--- config.mk ---
export PLATFORM = sky130hd
export DESIGN_NAME = gregorian_date_step_unit
export DESIGN_NICKNAME = d
export VERILOG_FILES = /design/src/hdl/gds_pkg.sv /design/src/hdl/gds_step.sv /design/src/hdl/gregorian_date_step_unit.sv
export SDC_FILE = /design/constraint.sdc
export NUM_CORES = 1
export LEC_CHECK = 0
export ABC_AREA = 1
export BUFFER_PORTS_ARGS = -buffer_cell sky130_fd_sc_hd__buf_4
export CAP_MARGIN = 0
export CORE_MARGIN = 5
export CORE_UTILIZATION = 25
export DETAILED_ROUTE_END_ITERATION = 12
export HOLD_SLACK_MARGIN = 0.12
export PLACE_DENSITY = 0.39
export SETUP_SLACK_MARGIN = 0.1
export SYNTH_ARGS = -nofsm -noshare
export SYNTH_HDL_FRONTEND = slang
export SYNTH_HIERARCHICAL = 1
export SYNTH_SLANG_ARGS = --single-unit
export TNS_END_PERCENT = 50
--- constraint.sdc ---
create_clock -name clock -period 15.1 [get_ports clock]
set_input_delay 3.775 -clock clock [delete_from_list [all_inputs] [get_ports clock]]
set_output_delay 3.775 -clock clock [all_outputs]
set_load 0.005 [all_outputs]
--- src/hdl/gds_pkg.sv ---
package gds_pkg;

   // Command codes carried in the op field.
   localparam logic [1:0] OP_LOAD = 2'd0;
   localparam logic [1:0] OP_FWD  = 2'd1;
   localparam logic [1:0] OP_BACK = 2'd2;

   localparam logic [13:0] YEAR_MAX   = 14'd9999;
   localparam logic [13:0] RESET_YEAR = 14'd1900;
   localparam logic [3:0]  MONTH_DEC  = 4'd12;
   localparam logic [4:0]  DAY_DEC31  = 5'd31;

   // Multiplicative inverse of 25 modulo 2^14 and the matching bound:
   // y is a multiple of 25 exactly when (y * 7209) mod 2^14 <= 16383 / 25.
   localparam logic [13:0] INV25       = 14'd7209;
   localparam logic [13:0] DIV25_LIMIT = 14'd655;

   typedef struct packed {
      logic [1:0]  op;
      logic [4:0]  load_day;
      logic [3:0]  load_month;
      logic [13:0] load_year;
   } req_type;

   typedef struct packed {
      logic [4:0]  cur_day;
      logic [3:0]  cur_month;
      logic [13:0] cur_year;
      logic [8:0]  day_of_year;
      logic        leap_year;
      logic        error;
   } rsp_type;

   // Gregorian rule: multiple of 4 and not of 100, or a multiple of 400.
   function automatic logic is_leap(input logic [13:0] year);
      logic [27:0] prod;
      logic        div25;
      logic        div100;
      logic        div400;
      prod   = {14'd0, year} * {14'd0, INV25};
      div25  = (prod[13:0] <= DIV25_LIMIT);
      div100 = div25 && (year[1:0] == 2'd0);
      div400 = div25 && (year[3:0] == 4'd0);
      return ((year[1:0] == 2'd0) && !div100) || div400;
   endfunction

   // Length of a month; zero for a month code outside 1..12.
   function automatic logic [4:0] days_in(input logic [3:0] month, input logic leap);
      logic [4:0] len;
      unique case (month)
         4'd2:                          len = leap ? 5'd29 : 5'd28;
         4'd4, 4'd6, 4'd9, 4'd11:       len = 5'd30;
         4'd1, 4'd3, 4'd5, 4'd7, 4'd8,
         4'd10, 4'd12:                  len = 5'd31;
         default:                       len = 5'd0;
      endcase
      return len;
   endfunction

   // Days in the year before the first of a month (common year).
   function automatic logic [8:0] month_start(input logic [3:0] month);
      logic [8:0] start;
      unique case (month)
         4'd2:    start = 9'd31;
         4'd3:    start = 9'd59;
         4'd4:    start = 9'd90;
         4'd5:    start = 9'd120;
         4'd6:    start = 9'd151;
         4'd7:    start = 9'd181;
         4'd8:    start = 9'd212;
         4'd9:    start = 9'd243;
         4'd10:   start = 9'd273;
         4'd11:   start = 9'd304;
         4'd12:   start = 9'd334;
         default: start = 9'd0;
      endcase
      return start;
   endfunction

endpackage

--- src/hdl/gds_step.sv ---
module gds_step
   import gds_pkg::*;
(
   input  req_type cmd,
   input  rsp_type cur,
   output rsp_type nxt
);

   logic [4:0]  cur_dim;
   logic [4:0]  prev_dim;
   logic [3:0]  prev_month;
   logic        load_leap;
   logic [4:0]  load_dim;
   logic        load_ok;
   logic [13:0] step_year;
   logic        step_leap;
   logic [4:0]  new_day;
   logic [3:0]  new_month;
   logic [13:0] new_year;
   logic        new_leap;
   logic        new_err;
   logic [8:0]  new_doy;

   // Month lengths around the held date use the stored leap flag.
   assign cur_dim    = days_in(cur.cur_month, cur.leap_year);
   assign prev_month = cur.cur_month - 4'd1;
   assign prev_dim   = days_in(prev_month, cur.leap_year);

   // A load must name a real date in range.
   assign load_leap = is_leap(cmd.load_year);
   assign load_dim  = days_in(cmd.load_month, load_leap);
   assign load_ok   = (cmd.load_year <= YEAR_MAX) && (load_dim != 5'd0) &&
                      (cmd.load_day != 5'd0) && (cmd.load_day <= load_dim);

   // Year on the far side of a year boundary, and its leap flag.
   assign step_year = (cmd.op == OP_FWD) ? cur.cur_year + 14'd1 : cur.cur_year - 14'd1;
   assign step_leap = is_leap(step_year);

   // Next date, with the held date kept on any refusal.
   always_comb begin
      new_day   = cur.cur_day;
      new_month = cur.cur_month;
      new_year  = cur.cur_year;
      new_leap  = cur.leap_year;
      new_err   = 1'b0;
      unique case (cmd.op)
         OP_LOAD: begin
            if (load_ok) begin
               new_day   = cmd.load_day;
               new_month = cmd.load_month;
               new_year  = cmd.load_year;
               new_leap  = load_leap;
            end else begin
               new_err = 1'b1;
            end
         end
         OP_FWD: begin
            priority if (cur.cur_day < cur_dim) begin
               new_day = cur.cur_day + 5'd1;
            end else if (cur.cur_month < MONTH_DEC) begin
               new_day   = 5'd1;
               new_month = cur.cur_month + 4'd1;
            end else if (cur.cur_year < YEAR_MAX) begin
               new_day   = 5'd1;
               new_month = 4'd1;
               new_year  = step_year;
               new_leap  = step_leap;
            end else begin
               new_err = 1'b1;
            end
         end
         OP_BACK: begin
            priority if (cur.cur_day > 5'd1) begin
               new_day = cur.cur_day - 5'd1;
            end else if (cur.cur_month > 4'd1) begin
               new_month = prev_month;
               new_day   = prev_dim;
            end else if (cur.cur_year != 14'd0) begin
               new_day   = DAY_DEC31;
               new_month = MONTH_DEC;
               new_year  = step_year;
               new_leap  = step_leap;
            end else begin
               new_err = 1'b1;
            end
         end
         default: begin
            new_err = 1'b1;
         end
      endcase
   end

   // Ordinal day: table start of the month, plus the leap day after February.
   assign new_doy = month_start(new_month) + {4'd0, new_day} +
                    {8'd0, (new_leap && (new_month > 4'd2))};

   assign nxt.cur_day     = new_day;
   assign nxt.cur_month   = new_month;
   assign nxt.cur_year    = new_year;
   assign nxt.day_of_year = new_doy;
   assign nxt.leap_year   = new_leap;
   assign nxt.error       = new_err;

endmodule

--- src/hdl/gregorian_date_step_unit.sv ---
// Gregorian date counter: load, step forward or step back one day per command word.
// A request is held in the input register, then one pass of calendar logic writes the
// response register, which drives the response.
// Throughput: one command word per cycle while the receiver keeps up; a stalled response
// lets one more word into the input register, then the request side stalls.
// Synchronous active-high reset empties both registers and sets the date to 1900-01-01.
module gregorian_date_step_unit
   import gds_pkg::*;
(
   input  logic    clock,
   input  logic    reset,
   input  logic    req_valid,
   output logic    req_ready,
   input  req_type req_data,
   output logic    rsp_valid,
   input  logic    rsp_ready,
   output rsp_type rsp_data
);

   logic    in_valid_ff;
   logic    in_valid_in;
   req_type in_data_ff;
   req_type in_data_in;
   logic    rsp_valid_ff;
   logic    rsp_valid_in;
   rsp_type rsp_data_ff;
   rsp_type rsp_data_in;
   rsp_type step_data;
   logic    advance;
   logic    req_take;

   // The response register doubles as the held date.
   gds_step u_step (
      .cmd (in_data_ff),
      .cur (rsp_data_ff),
      .nxt (step_data)
   );

   // A command moves on once the response register is free or being drained.
   assign advance   = in_valid_ff && (!rsp_valid_ff || rsp_ready);
   assign req_ready = !in_valid_ff || advance;
   assign req_take  = req_valid && req_ready;

   always_comb begin
      in_data_in  = req_take ? req_data : in_data_ff;
      in_valid_in = req_take || (in_valid_ff && !advance);
      rsp_data_in = advance ? step_data : rsp_data_ff;
      rsp_valid_in = advance || (rsp_valid_ff && !rsp_ready);
   end

   always_ff @(posedge clock) begin
      if (reset) begin
         in_valid_ff              <= 1'b0;
         rsp_valid_ff             <= 1'b0;
         rsp_data_ff.cur_day      <= 5'd1;
         rsp_data_ff.cur_month    <= 4'd1;
         rsp_data_ff.cur_year     <= RESET_YEAR;
         rsp_data_ff.day_of_year  <= 9'd1;
         rsp_data_ff.leap_year    <= 1'b0;
         rsp_data_ff.error        <= 1'b0;
      end else begin
         in_valid_ff  <= in_valid_in;
         rsp_valid_ff <= rsp_valid_in;
         rsp_data_ff  <= rsp_data_in;
      end
   end

   // Command payload needs no reset.
   always_ff @(posedge clock) begin
      in_data_ff <= in_data_in;
   end

   assign rsp_valid = rsp_valid_ff;
   assign rsp_data  = rsp_data_ff;

endmodule

After elaboration in Yosys (flattened, before gate mapping):

Memory sizes are Yosys's and may differ from the RTL's.
Cells that the tools add are included.
Widths: inputs -> output; s select.

* add/subtract/negate cells: 8
* multipliers: 2
* div/mod/pow operators: 0
* $lt $le $gt $ge: 10
* eq/ne operators: 45
* shift-type cells: 0
* muxes and demuxes: 46
* bitwise operators: 0
* reductions and logical operators: 42

Operator list (number)
* $mux 14: 8
* $eq 4x4->1 const B: 15
* $pmux 5 s3: 4
* $eq 4x3->1 const B: 12
* $pmux 14 s3: 1
* $mux 5: 7
* $le 14x10->1 const B: 2
* $mul 14x13->14 const B: 2
* $mux 4: 7
* $eq 4x2->1 const B: 6
* $reduce_or 7->1: 3
* $mux 1: 16
* $add 14x1->14 const B: 1
* $le 14x14->1 const B: 1
* $logic_and 1x1->1: 14
* $lt 14x14->1 const B: 1
* $reduce_bool 14->1: 1
* $sub 14x1->14 const B: 1
* $eq 4x1->1 const B: 3
* $pmux 4 s3: 1
* $reduce_or 4->1: 3
* $ne 2x2->1 const B: 5
* $reduce_bool 5->1: 2
* $add 9x1->9: 1
* 21 further kinds: 36

* register bits: 61
* bits in latches: 0
* bits in writable memories: 0
* bits in read-only memories: 144
* word-level logic and storage cells: 166
* memories: 1

Memory list
* (name not given): depth 16, bits a word 9, rd ports 1, clocked after Yosys merged registers in 0, write ports 0, line gds_pkg.sv:63 `unique case (month)`

Longest topological paths before layout:

Gate-level depths: netlist (run 1).

* word-level depth: 17
* mapped depth: 48
* depth with buffers taken out: 48

Modules after synthesis:

The synthesis (run 1) kept the hierarchy.

By module, submodules not included
* gds_step: times used 1, cells each 867, area each 5595.4 µm²
* gregorian_date_step_unit: times used 1, cells each 238, area each 2273.4 µm²

Least setup slack after synthesis (run 1):

OpenSTA, ideal clock, no wires.

* kind: input to output
* from: input port rsp_ready
* to: output port req_ready
* arrival: 3894 ps
* data required time: 11325 ps
* setup slack: 7431 ps
* stages: 2
* cells stage by stage: inv_2 -> nand3_2

* word-level cells in the longest chain between the ends: 3

Ends and longest elaborated chain
* from (decl): line gregorian_date_step_unit.sv:16 `input logic rsp_ready,`
* $logic_or 1x1->1: line gregorian_date_step_unit.sv:40 `assign advance = in_valid_ff && (!rsp_valid_ff || rsp_ready);`
* $logic_and 1x1->1: line gregorian_date_step_unit.sv:40
* $logic_or 1x1->1: line gregorian_date_step_unit.sv:41 `assign req_ready = !in_valid_ff || advance;`
* to (decl): line gregorian_date_step_unit.sv:13 `output logic req_ready,`

No other way between the ends.

==> results of run 1 <==
worst max path at each step:
stage / to / slack (ns)
after floorplan: req_ready / 7.43
after global placement: rsp_data[8] / 7.03
after detailed placement: rsp_data[9] / 7.05
after CTS: rsp_data[9] / 7.02
after global routing: rsp_data[9] / 6.35
final: rsp_data[9] / 7.10
cell usage after synthesis (5+ instances only):
library cell and number:
nand2_1 233, inv_1 175, ha_1 119, nand3_1 107, nor2_1 83, a21oi_1 69
dfxtp_1 36, o21ai_0 34, edfxtp_1 25, fa_1 24, xnor2_1 18, xor2_1 18
buf_2 14, inv_2 13, o211ai_1 13, a221oi_1 11, nand3_2 9, nand2_4 8
o2111ai_1 7, nand2_2 6, nand4_1 6, o21ai_1 5, or2_2 5
area by class of cell:
| class | count | area share [%] |
|---|---|---|
| Clock buffer | 10 | 2.626 |
| Tap cell | 402 | 5.527 |
| Clock inverter | 6 | 1.279 |
| Sequential cell | 61 | 16.18 |
| Multi-Input combinational cell | 826 | 60.71 |
| Inverter | 193 | 7.987 |
| Timing Repair Buffer | 69 | 5.692 |
power breakdown:
group / switching, mW / internal, mW / total [mW]
Combinational: 0.506 / 0.352 / 0.858
Clock: 0.0846 / 0.167 / 0.252
Sequential: 0.0233 / 0.185 / 0.208
through the flow:
step	cell area [um^2]	utilization, %
after floorplan	7869	-
after global placement	8746	27.93
after detailed placement	8746	27.93
after CTS	9101	29.07
after global routing	9101	29.07
final	9101	29.07
logic make-up after synthesis:
group                      share of synthesized area [%]
and+or+nand+nor                                    27.78
buffers and inverters                              11.08
xor gates and xnor gates                           4.214
AOI/OAI and AO/OA                                  13.20
DFF                                                18.70
adders and majority gates                          25.03
cell usage in the layout (no fill, tap or decap), types with 5 or more instances in the layout:
cell type and count:
nand2_1 233, inv_1 175, ha_1 119, nand3_1 107, nor2_1 83, a21oi_1 69
buf_4 69, dfxtp_1 35, o21ai_0 34, edfxtp_1 25, fa_1 24, xor2_1 18
xnor2_1 18, inv_2 13, o211ai_1 13, a221oi_1 11, nand3_2 9, clkbuf_16 9
nand2_4 8, o2111ai_1 7, nand2_2 6, nand4_1 6, o21ai_1 5, or2_2 5
state kept, by name, indices dropped and copies added (netlist names):
register,cells
rsp_valid,1
in_valid_ff,1
rsp_data,34
in_data_ff,25
routing by layer:
layer,global-route usage [%],up-vias
met3,2.053,31
met2,24.09,117
met4,4.941,0
met5,0,-
met1,18.49,3274
li1,-,3748
worst reg2reg max path, delay by kind of cell (launching register included):
kind	cells	cell delay (ns)
AND/OR/NAND/NOR	14	1.64
flip-flops	1	0.58
buffers and inverters	4	0.29
adder cells (fa/ha/maj)	9	3.52
AO/OA/AOI/OAI	10	1.86
==> run_results.csv, run 1 <==
group,metric,value,unit
detailed_routing,drc_errors,0,
clocking,cts_buffer_depth,2,
power,total_power,1.318,mW
synthesis,async_reset_ff_share,0,%
floorplan,die_area,35120,um^2
worst_hold_path,holdPathEnd,"rsp_data[2]",
synthesis,syn_nets,1277,
floorplan,die_x,187.4,um
power,power_density,144.8,nW/um^2
synthesis,netlist_instances,1105,
clocking,cts_setup_buffers,0,
synthesis,syn_avg_cell_area,7.121,um^2
clocking,numCtsBuffers,9,
clocking,htree_levels,3,
floorplan,fp-row-count,65,
critical_path,rr_startpoint,"in_data_ff[0]",
worst_hold_path,hold_start,"rsp_data[2]",
global_routing,grt_overflow,0,
critical_path,ff2ff_setup_slack,7.10,ns
floorplan,io_pins,65,
floorplan,core_area,31310,um^2
critical_path,cp-end-kind,"flip-flop",
detailed_routing,postRouteWirelength,24.46,mm
timing,report.final.slew_viol_count,0,
timing,hold_viol_final,0,
critical_path,ff2ff_path_depth,37,
power,leakagePower,4.527,nW
critical_path,crit_buf_inv,4,
synthesis,ys_ff_latch,61,
layout,fillCellCount,3444,
layout,multiInputGateArea,5525,um^2
floorplan,die_y,187.4,um
critical_path,critPathTopFamily,"adder cells",
placement,numPlacedInstances,1551,
synthesis,synthesis.area,7869,um^2
detailed_routing,num_vias,7170,
detailed_routing,top_layer_used,"met4",
synthesis,synth_edf_count,25,
timing,min_period,8.001,ns
placement,finalWeightedCongestion,0.8328,
critical_path,worstPathMaxFanout,8,
layout,layout-drive-gt1-share,12.45,%
critical_path,crit_start,"in_data_ff[0]",
clocking,holdBufCountCts,0,
layout,stdcell_count,1567,
critical_path,crit_slowest_cell,"fa_1",
synthesis,synth_area_leaders,"ha_1 (19%), nand2_1 (11%), edfxtp_1 (9.5%)",
layout,nets,1332,
critical_path,worstReg2RegEnd,"rsp_data[9]",
detailed_routing,wl_met3,732,um
timing,min_period_over_period,52.99,%
synthesis,yosys_warnings,6,
detailed_routing,wl_met2,11.59,mm
timing,setup_tns,0,ns
clocking,cts_sinks,61,
worst_hold_path,hold_depth,2,
outcome,status,"completed",
clocking,insertion_delay,0.35,ns
critical_path,worst_setup_path_start_kind,"flip-flop",
detailed_routing,vias_per_cell,4.576,
timing,whs,0.4635,ns
detailed_routing,dr.pass1.iters,4,
global_routing,grt_usage,14.20,%
flow_run,cap_violations,0,
power,peakVddDrop,0.08312,mV
synthesis,ys.flop_type,"dfxtp_1",
detailed_routing,wl_per_cell,15.61,um
detailed_routing,drt_iter0_markers,364,
synthesis,synth_cell_types,54,
synthesis,yosysTopAreaCell,"ha_1",
timing,maxClockFrequency,0.1250,GHz
critical_path,cp_num_cells,37,
timing,slew-limit-headroom,32.99,%
clocking,clk_pin_slew_worst_paths,0.06,ns
global_routing,grt_pass1_vias,7371,
timing,worst_pin_slew,1.004,ns
critical_path,critPathRequiredTime,15.34,ns
layout,synthToLayoutAreaGrowth,15.66,%
placement,dpl_worst_slack,7.046,ns
detailed_routing,ant_nets,0,
timing,rsz0062_at_grt,"false",
clocking,cts_root_buffer,"clkbuf_16",
critical_path,worstPathArrival,8.24,ns
synthesis,synth_top_area_share,18.92,%
layout,antennaDiodeCount,0,
synthesis,yosysSeqAreaShare,18.70,%
global_routing,grt_max_degree,61,
placement,port-buffer-count,64,
detailed_routing,wl_met1,11.46,mm
timing,setup_violations,0,
critical_path,critPathMaxStageDelay,0.60,ns
global_routing,grt_pass1_wl,39.95,mm
clocking,cts_tree,"built",
timing,setup_slack,7.099,ns
clocking,ctsResizeCount,0,
global_routing,antenna_found_initial,0,
timing,skew,0.01171,ns
layout,register_area,1473,um^2
critical_path,crit_type,"reg -> reg",
placement,hpwl,19.17,mm
worst_hold_path,min_path_type,"reg -> reg",
floorplan,start_util,25.13,%
No activity file was read; power rests on OpenSTA's default activity.
==> run 2: changes to the inputs <==
PLACE_DENSITY = 0.4   (was 0.39)
clock period = 6.7 ns   (was 15.1 ns; I/O delays follow)
==> run_results.csv, run 2 (synthesis gave the netlist of run 1 again) <==
group,metric,value,unit
outcome,failed_checks,"negative setup slack",
global_routing,grt_overflow,0,
placement,hpwl,20.49,mm
layout,stdcell_count,1718,
floorplan,die_area,35120,um^2
clocking,numCtsBuffers,9,
timing,hold_viol_final,0,
global_routing,antenna_found_initial,0,
detailed_routing,drt_iter0_markers,357,
critical_path,critPathMaxStageDelay,0.51,ns
clocking,clk_pin_slew_worst_paths,0.06,ns
layout,layout-drive-gt1-share,28.80,%
timing,slew-limit-headroom,25.05,%
clocking,htree_levels,3,
global_routing,grt_usage,14.85,%
layout,mostFrequentLayoutCell,"nand2_1",
layout,final_cell_mix,"nand2_1 (216), buf_4 (213), inv_1 (167), ha_1 (103), nand3_1 (95)",
power,power_density,329.5,nW/um^2
floorplan,io_pins,65,
timing,setup_violations,4,
layout,largest_reg_flops,34,
clocking,cts_tree,"built",
placement,numPlacedInstances,1672,
floorplan,fp-row-count,65,
critical_path,crit_type,"reg -> reg",
critical_path,endpoint,"rsp_data[8]",
timing,report.final.slew_viol_count,0,
timing,rsz0062_at_grt,"true",
timing,min_period_over_period,101.3,%
power,leakagePower,5.282,nW
critical_path,cp-end-kind,"flip-flop",
clocking,insertion_delay,0.35,ns
critical_path,worstReg2RegEnd,"rsp_data[8]",
timing,skew,0.01412,ns
detailed_routing,postRouteWirelength,25.72,mm
detailed_routing,drc_errors,0,
timing,setup_slack,-0.08840,ns
detailed_routing,dr.pass1.iters,5,
placement,port-buffer-count,64,
placement,finalWeightedCongestion,0.8280,
timing,whs,0.4750,ns
layout,nets,1483,
clocking,cts_root_buffer,"clkbuf_16",
critical_path,critPathRequiredTime,6.93,ns
floorplan,die_x,187.4,um
timing,worst_pin_slew,1.120,ns
global_routing,grt_pass1_vias,7909,
clocking,cts_buffer_depth,2,
critical_path,crit_start,"in_data_ff[1]",
worst_hold_path,min_path_type,"reg -> reg",
flow_run,cap_violations,0,
critical_path,ff2ff_setup_slack,-0.09,ns
critical_path,crit_buf_inv,4,
critical_path,cp_num_cells,37,
placement,dpl_worst_slack,-0.4152,ns
timing,min_period,6.788,ns
global_routing,grt_pass1_wl,41.89,mm
power,peakVddDrop,0.1845,mV
critical_path,worst_setup_path_start_kind,"flip-flop",
critical_path,rr_startpoint,"in_data_ff[1]",
floorplan,core_area,31310,um^2
critical_path,worstPathMaxFanout,5,
detailed_routing,wl_per_cell,14.97,um
critical_path,ff2ff_path_depth,37,
timing,maxClockFrequency,0.1473,GHz
timing,setup_tns,-0.2163,ns
critical_path,worstPathArrival,7.02,ns
critical_path,critPathTopFamily,"adder cells",
detailed_routing,num_vias,7810,
floorplan,start_util,25.13,%
detailed_routing,ant_nets,0,
detailed_routing,vias_per_cell,4.546,
clocking,cts_sinks,61,
floorplan,die_y,187.4,um
critical_path,crit_slowest_cell,"fa_1",
layout,synthToLayoutAreaGrowth,36.09,%
global_routing,grt_max_degree,61,
layout,antennaDiodeCount,0,
outcome,status,"finished, violations left",
==> run 2: metrics by stage <==
| stage | cell area, um^2 | util, % | total power [mW] |
|---|---|---|---|
| after global placement | 9826 | 31.38 | 2.867 |
| after global routing | 10710 | 34.20 | 3.933 |
| final | 10710 | 34.20 | 3.528 |
| after floorplan | 8034 | - | 2.066 |
| after detailed placement | 9826 | 31.38 | 2.875 |
| after CTS | 10570 | 33.76 | 3.525 |
==> run 2: metal layers <==
metal	share of wire [%]	track usage (%)
met5	0	0
met4	2.3	5.167
met3	2.2	1.624
met2	49	26.04
met1	46	18.96
==> run 2: area by class of cell <==
| type | count | area [um^2] |
|---|---|---|
| multi-input cells | 826 | 6017 |
| clock inverters | 7 | 73.82 |
| inverters | 193 | 730.7 |
| well taps | 402 | 503.0 |
| clock buffers | 9 | 225.2 |
| flip-flops and latches | 61 | 1473 |
| fillers | 3364 | 20600 |
| repair buffers | 220 | 1687 |
==> run 2: what timing repair did <==
| action | in CTS | in global routing |
|---|---|---|
| endpoints found under the setup margin | 8 | 9 |
| pin swaps | 47 | 10 |
| setup buffers | 26 | 4 |
| resized for setup | 57 | 25 |
| hold buffers | 0 | 0 |
==> run 2: power breakdown <==
group | total (mW) | internal [mW] | switching [mW]
registers | 0.449 | 0.416 | 0.0327
logic | 2.61 | 1.25 | 1.35
clock network | 0.473 | 0.289 | 0.184
total | 3.53 | 1.96 | 1.57
==> run 2: how the worst min path moves through the flow <==
stage | start | endpoint | slack (ns) | cells past startpoint
CTS | rsp_data[2] | rsp_data[2] | 0.47 | 2
floorplan | rsp_data[2] | rsp_data[2] | 0.45 | 2
global placement | rsp_data[2] | rsp_data[2] | 0.45 | 2
detailed placement | rsp_data[2] | rsp_data[2] | 0.45 | 2
global route | rsp_data[2] | rsp_data[2] | 0.52 | 2
finish | rsp_data[2] | rsp_data[2] | 0.47 | 2
==> run 2: worst min-delay path: stages (launching register included) <==
cell and delay [ns]:
dfxtp_1 0.32, nand2_1 0.06, nand3_1 0.07
==> run 3: changes to the inputs <==
clock period = 5.99 ns   (was 6.7 ns; I/O delays follow)
==> run_results.csv, run 3 (synthesis gave the netlist of run 1 again) <==
group,metric,value,unit
placement,numPlacedInstances,1704,
layout,antennaDiodeCount,0,
detailed_routing,num_vias,7800,
global_routing,grt_pass1_wl,41.46,mm
clocking,cts_root_buffer,"clkbuf_16",
timing,rsz0062_at_grt,"true",
detailed_routing,postRouteWirelength,26.07,mm
clocking,numCtsBuffers,9,
critical_path,critPathMaxStageDelay,0.51,ns
clocking,cts_buffer_depth,2,
detailed_routing,vias_per_cell,4.483,
placement,port-buffer-count,64,
global_routing,grt_pass1_vias,7782,
clocking,clk_pin_slew_worst_paths,0.05,ns
layout,largest_reg_flops,34,
detailed_routing,ant_nets,0,
power,peakVddDrop,0.3564,mV
critical_path,cp-end-kind,"flip-flop",
clocking,cts_tree,"built",
clocking,holdBufCountCts,0,
timing,maxClockFrequency,0.1460,GHz
timing,setup_violations,9,
detailed_routing,drt_iter0_markers,413,
timing,min_period,6.848,ns
layout,nets,1505,
global_routing,met3_usage,1.586,%
global_routing,antenna_found_initial,0,
critical_path,worstPathMaxFanout,4,
global_routing,grt_max_degree,61,
flow_run,cap_violations,0,
floorplan,die_y,187.4,um
critical_path,critPathTopFamily,"adder cells",
detailed_routing,drc_errors,0,
global_routing,use_met1,19.11,%
clocking,insertion_delay,0.35,ns
layout,stdcell_count,1740,
global_routing,grtUsageMet2,25.85,%
timing,hold_viol_final,0,
floorplan,die_x,187.4,um
timing,min_period_over_period,114.3,%
worst_hold_path,min_path_type,"reg -> reg",
critical_path,crit_type,"reg -> reg",
timing,skew,0.01250,ns
global_routing,grt_overflow,0,
critical_path,crit_start,"in_data_ff[2]",
critical_path,crit_buf_inv,6,
critical_path,worst_setup_path_start_kind,"flip-flop",
layout,layout-drive-gt1-share,31.17,%
critical_path,critPathRequiredTime,6.23,ns
floorplan,die_area,35120,um^2
timing,report.final.slew_viol_count,0,
power,total_power,4.150,mW
floorplan,fp-row-count,65,
global_routing,grt-busiest-layer,"met2",
critical_path,worstPathArrival,7.09,ns
outcome,status,"finished, violations left",
detailed_routing,dr.pass1.iters,5,
layout,final_cell_mix,"buf_4 (231), nand2_1 (217), inv_1 (164), ha_1 (98), nand3_1 (97)",
clocking,cts_sinks,61,
floorplan,core_area,31310,um^2
worst_hold_path,hold_start,"rsp_data[7]",
timing,setup_slack,-0.8576,ns
outcome,failed_checks,"negative setup slack",
power,power_density,376.2,nW/um^2
timing,worst_pin_slew,1.130,ns
floorplan,start_util,25.13,%
power,leakagePower,5.443,nW
critical_path,crit_slowest_cell,"fa_1",
layout,synthToLayoutAreaGrowth,40.21,%
placement,hpwl,20.66,mm
clocking,htree_levels,3,
timing,slew-limit-headroom,24.39,%
placement,finalWeightedCongestion,0.8532,
detailed_routing,wl_per_cell,14.98,um
layout,mostFrequentLayoutCell,"buf_4",
critical_path,rr_startpoint,"in_data_ff[2]",
floorplan,io_pins,65,
global_routing,grt_usage,14.66,%
-- run 3: cell count changes in the layout (fill, tap and decap cells not counted), sizes merged --
| cell | previous run | this run |
|---|---|---|
| inv | 189 | 191 |
| clkbuf | 9 | 12 |
| buf | 220 | 241 |
| clkinvlp | 2 | 1 |
| clkinv | 8 | 5 |
-- run 3: final cells by class --
| class | count | area, um^2 |
|---|---|---|
| Timing Repair Buffer | 242 | 1884 |
| Clock buffer | 11 | 236.5 |
| Multi-Input combinational cell | 826 | 6145 |
| Inverter | 193 | 733.2 |
| Tap cell | 402 | 503.0 |
| Clock inverter | 5 | 58.81 |
| Sequential cell | 61 | 1473 |
| Fill cell | 3317 | 20280 |
-- run 3: power by group --
group | internal (mW) | switching [mW] | leakage (nW)
clock network | 0.328 | 0.205 | 0.148
logic | 1.55 | 1.57 | 4.75
registers | 0.466 | 0.0366 | 0.542
-- run 3: worst min-delay path, cell delays in order (launching register included) --
cell and delay [ns]:
dfxtp_1 0.32, a21oi_1 0.04, nor2_1 0.07
-- run 3: metal layers --
metal | vias up | wire length (um) | part of all wire (%)
met5 | - | 0 | 0
met4 | 0 | 371 | 1.4
met3 | 20 | 555 | 2.1
met2 | 92 | 12700 | 49
met1 | 3599 | 12440 | 48
li1 | 4089 | - | -
-- run 3: worst paths after layout --
kind | end | slack [ns] | cells past startpoint
worst min-delay path | rsp_data[7] | 0.47 | 2
worst min register to register | rsp_data[7] | 0.47 | 2
worst max-delay path | rsp_data[9] | -0.86 | 42
worst max register to register | rsp_data[9] | -0.86 | 42
-- run 3: what timing repair did --
| action | CTS | global route |
|---|---|---|
| setup endpoints to repair | 24 | 28 |
| pin swaps | 37 | 47 |
| setup buffers | 12 | 8 |
| resized for setup | 38 | 74 |
| gates cloned | 0 | 1 |
-- run 3: per-stage QoR --
step           hold slack [ns]  worst slack, ns  TNS [ns]  utilization [%]  cell area (um^2)
4_1_cts                 0.4911          -0.8863    -6.412            33.91             10620
3_5_place_dp            0.4720           -1.276    -10.53            32.16             10070
2_1_floorplan           0.4526          -0.7155    -3.987                -              8036
5_1_grt                 0.5193           -1.320    -9.872            35.24             11030
6_report                0.4684          -0.8576    -6.028            35.24             11030
3_3_place_gp            0.4694           -1.330    -11.43            32.16             10070
